===== src/design/koa_pkg.sv =====
package koa_pkg;

    localparam logic [1:0] CMD_INGEST = 2'd0;
    localparam logic [1:0] CMD_FIND   = 2'd1;
    localparam logic [1:0] CMD_LIST   = 2'd2;
    localparam logic [1:0] CMD_UNUSED = 2'd3;

    localparam logic [2:0] ST_ADDED      = 3'd0;
    localparam logic [2:0] ST_UPDATED    = 3'd1;
    localparam logic [2:0] ST_NOT_STORED = 3'd2;
    localparam logic [2:0] ST_FULL       = 3'd3;
    localparam logic [2:0] ST_FOUND      = 3'd4;
    localparam logic [2:0] ST_NOT_FOUND  = 3'd5;
    localparam logic [2:0] ST_LISTED     = 3'd6;
    localparam logic [2:0] ST_NONE       = 3'd7;

    localparam logic [13:0] HQ_LEVEL_RESET = 14'd8500;

    typedef struct packed {
        logic [1:0]  cmd;
        logic [31:0] target_key;
        logic [31:0] product_key;
        logic [13:0] quality;
        logic [15:0] score;
        logic [19:0] energy;
        logic        is_stored;
        logic [13:0] list_threshold;
    } t_in;

    typedef struct packed {
        logic [2:0]  status;
        logic        last;
        logic [31:0] entry_target;
        logic [13:0] peak_quality;
        logic [31:0] total_score;
        logic [39:0] total_energy;
        logic [31:0] obs_count;
        logic        high_flag;
        logic [31:0] latest_product;
        logic [6:0]  entry_total;
    } t_out;

endpackage


===== src/design/koa_front.sv =====
// Accepts commands, drops unused codes, holds a two-deep queue for the engine.
module koa_front (
    input  logic           i_clk,
    input  logic           i_rst_n,
    input  logic           i_valid,
    output logic           o_stall,
    input  koa_pkg::t_in   i_data,
    output logic           o_q_valid,
    input  logic           i_q_pop,
    output koa_pkg::t_in   o_q_data
);
    koa_pkg::t_in r_q [2];
    logic [1:0]   r_cnt;
    logic         r_wp;
    logic         r_rp;
    logic         w_acc;
    logic         w_push;

    assign o_stall   = (r_cnt == 2'd2);
    assign w_acc     = i_valid && !o_stall;
    assign w_push    = w_acc && (i_data.cmd != koa_pkg::CMD_UNUSED);
    assign o_q_valid = (r_cnt != 2'd0);
    assign o_q_data  = r_q[r_rp];

    always_ff @(posedge i_clk) begin
        if (w_push) begin
            r_q[r_wp] <= i_data;
        end
        if (!i_rst_n) begin
            r_cnt <= 2'd0;
            r_wp  <= 1'b0;
            r_rp  <= 1'b0;
        end else begin
            if (w_push) r_wp <= !r_wp;
            if (i_q_pop) r_rp <= !r_rp;
            r_cnt <= r_cnt + {1'b0, w_push} - {1'b0, i_q_pop};
        end
    end

    property p_pop_nonempty;
        @(posedge i_clk) disable iff (!i_rst_n) i_q_pop |-> (r_cnt != 2'd0);
    endproperty
    a_pop_nonempty: assert property (p_pop_nonempty) else $error("pop of empty queue");
    property p_no_over;
        @(posedge i_clk) disable iff (!i_rst_n) r_cnt <= 2'd2;
    endproperty
    a_no_over: assert property (p_no_over) else $error("queue overflow");
    property p_stall_full;
        @(posedge i_clk) disable iff (!i_rst_n) (r_cnt == 2'd2) |-> o_stall;
    endproperty
    a_stall_full: assert property (p_stall_full) else $error("no stall when full");
endmodule


===== config.mk =====
export PLATFORM = sky130hd
export DESIGN_NAME = koa_front
export DESIGN_NICKNAME = d
export VERILOG_FILES = /design/src/design/koa_pkg.sv /design/src/design/koa_front.sv
export SDC_FILE = /design/constraint.sdc
export NUM_CORES = 1
export LEC_CHECK = 0
export BUFFER_PORTS_ARGS = -buffer_cell sky130_fd_sc_hd__buf_2
export CAP_MARGIN = 10
export CORE_MARGIN = 2
export CORE_UTILIZATION = 35
export DETAILED_ROUTE_END_ITERATION = 7
export GPL_TIMING_DRIVEN = 1
export SYNTH_ARGS = -nofsm -noshare
export SYNTH_HDL_FRONTEND = slang
export SYNTH_SLANG_ARGS = --single-unit
export TNS_END_PERCENT = 5

===== constraint.sdc =====
create_clock -name i_clk -period 10.9 [get_ports i_clk]
set_input_delay 2.18 -clock i_clk [delete_from_list [all_inputs] [get_ports i_clk]]
set_output_delay 2.18 -clock i_clk [all_outputs]
set_load 0.05 [all_outputs]

==> reports/results.tsv <==
stage	metric	value	unit
cells_and_area	drive_above_1_share	60.0	%
cells_and_area	nFillCells	2520	
power_and_ir_drop	power_density	219	nW/µm²
cts	clk_latency	0.53	ns
worst_setup_path	rrSetupSlack	7.41	ns
cts	cts_resized	0	
synthesis	yosysWarnings	0	
cts	clock_sinks	267	
worst_setup_path	r2r-start	r_cnt[1]$_SDFF_PN0_	
cells_and_area	area_growth	26.2	%
floorplan	ios	268	
cts	clock-root-buffer	clkbuf_16	
routing	drcViolationCount	0	
place	placed_cells	1075	
synthesis	ys_types	18	
synthesis	ys_ff_latch	267	
synthesis	syn_nets	570	
place	gp_congestion	0.681	
power_and_ir_drop	p_leak	4.88	nW
worst_setup_path	crit_fanout	62	
sta	rsz0062_at_grt	no	
cts	post_cts_buffers	0	
sta	slew_viol_final	0	
worst_setup_path	rr_worst_depth	5	
floorplan	core.rowCount	62	
sta	finalSetupViolations	0	
sta	min_period_over_period	46.5	%
routing	dr.pass1.iters	4	
grt	grtUsageTotal	12.0	%
routing	via_per_inst	4.36	
cts	cts_buffer_depth	3	
grt	grt_pass1_vias	5047	
floorplan	die_y	174	µm
routing	drtIter0Drc	255	
power_and_ir_drop	total_power	0.00278	W
place	numPortBuffers	267	
worst_setup_path	crit_arrival	2.88	ns
cells_and_area	fin_nets	859	
grt	grt_first_pass_wirelength	28.2	mm
worst_setup_path	endpoint	o_q_data[12]	
cells_and_area	final_cell_mix	267 x buf_2, 262 x edfxtp_1, 90 x mux2_4	
worst_setup_path	start_kind	register	
grt	grt_max_degree	74	
grt	grt_remaining_overflow	0	
cells_and_area	final_common_cell	buf_2	
routing	num_vias	4915	
synthesis	synth_cells	433	
cts	h-tree-depth	1	
floorplan	dieArea	30100	µm²
cts	hold_buffers	0	
worst_setup_path	critPathKind	reg2out	
synthesis	syn_avg_cell_area	23.2	µm²
floorplan	core	28500	µm²
routing	ant_nets	0	
sta	fmax	197	MHz
sta	min_period	5.06	ns
power_and_ir_drop	ir_drop	0.144	mV
sta	hold_viol	0	
routing	totalWireLength	19.0	mm
grt	antenna_found_initial	2	
synthesis	netlist_area	10100	µm²
min_path	hold_class	reg2reg	
sta	tightest_slew	1.06	ns
worst_setup_path	end_kind	output port	
routing	wl_per_cell	16.8	µm
cts	cts_tree	done	
worst_setup_path	crit_required	8.72	ns
cts	clk_pin_slew	0.06	ns
flow_run	maxCapViolations	0	
cells_and_area	fin_cells	1128	
floorplan	initial_core_util	35.3	%
sta	relSlewSlack	29.3	%
synthesis	seq_area_frac_synth	79.2	%
sta	setup_tns	0	ns
cells_and_area	postLayoutCoreUtil	44.6	%
run_status	status	finished clean	
sta	fin_skew	0.00965	ns
cts	cts_buffers	29	
floorplan	die_w	174	µm
place	dp_hpwl	12.0	mm
worst_setup_path	regToRegEndpoint	r_q[1][64]$_DFFE_PP_	
[Yosys cell counts]
cell      number  area share (%)
ha_1           2            0.25
xnor2_1        2            0.17
buf_2          4            0.20
nor2_1         2           0.075
mux2_2        41             4.6
buf_6         10             1.1
xor2_1         1           0.087
nand3b_1       1           0.075
mux2_4        90              13
inv_1          2           0.075
and2_1         4            0.25
nand2_1        3            0.11
or2_2          1           0.062
edfxtp_1     262              78
buf_8          1            0.15
dfxtp_1        5            0.99
mux2i_1        1           0.099
nor2b_1        1           0.062
[through the flow]
stage	setup WS, ns	hold slack (ns)	instance area [µm²]
global placement	5.54	0.493	11800
global route	5.67	0.569	12700
finish	5.84	0.509	12700
CTS	5.75	0.514	12700
detailed placement	5.54	0.505	11800
floorplan	2.43	0.451	10100
[kinds of logic (layout without fill, tap and decap cells)]
logic type                 Yosys count  after routing  synth area share [%]
DFF                                267            267                  79.2
muxes                              132            132                  18.1
buffers and inverters               17            327                  1.54
and+or+nand+nor                     12             12                 0.634
xor gates and xnor gates             3              3                 0.261
adders and majority gates            2              2                 0.249
other                                0              1                     0
[area by class of cell]
class	count	area, µm²	area share (%)
Antenna cell	1	2.50	0.0197
Clock buffer	45	836	6.58
Clock inverter	7	66.3	0.522
Inverter	2	7.51	0.0591
Multi-Input combinational cell	149	1950	15.4
Sequential cell	267	7970	62.8
Tap cell	384	480	3.78
Timing Repair Buffer	273	1380	10.9
[critical path, cell delays in order (launching register included)]
cell	delay (ns)
dfxtp_4	0.69
buf_4	0.84
mux2_2	0.45
buf_2	0.22
[state kept, by name, indices dropped and copies added (netlist names), named ones only]
name,count
r_cnt,2
r_q,262
r_rp,1
r_wp,1
[where the power goes]
part	total [W]	internal, W	switching [W]
registers	0.00128	0.00125	0.0000278
clock network	0.000912	0.000546	0.000366
logic	0.000592	0.000175	0.000417
[how the worst min path moves through the flow]
stage	startpoint	slack (ns)	endpoint	cells after the start
CTS	r_wp$_SDFFE_PN0P_	0.51	r_wp$_SDFFE_PN0P_	2
global placement	r_wp$_SDFFE_PN0P_	0.49	r_wp$_SDFFE_PN0P_	2
floorplan	r_wp$_SDFFE_PN0P_	0.45	r_wp$_SDFFE_PN0P_	2
detailed placement	r_wp$_SDFFE_PN0P_	0.51	r_wp$_SDFFE_PN0P_	2
finish	r_wp$_SDFFE_PN0P_	0.51	r_wp$_SDFFE_PN0P_	2
global route	r_wp$_SDFFE_PN0P_	0.57	r_wp$_SDFFE_PN0P_	2
[per-layer routing]
metal / wire (µm) / vias up / global-route usage [%]
li1: - / 2300 / -
met1: 7920 / 2386 / 15.3
met2: 9020 / 191 / 19.8
met3: 1650 / 36 / 3.84
met4: 342 / 2 / 3.25
met5: 13 / - / 0
(Power assumes the default switching activity.)
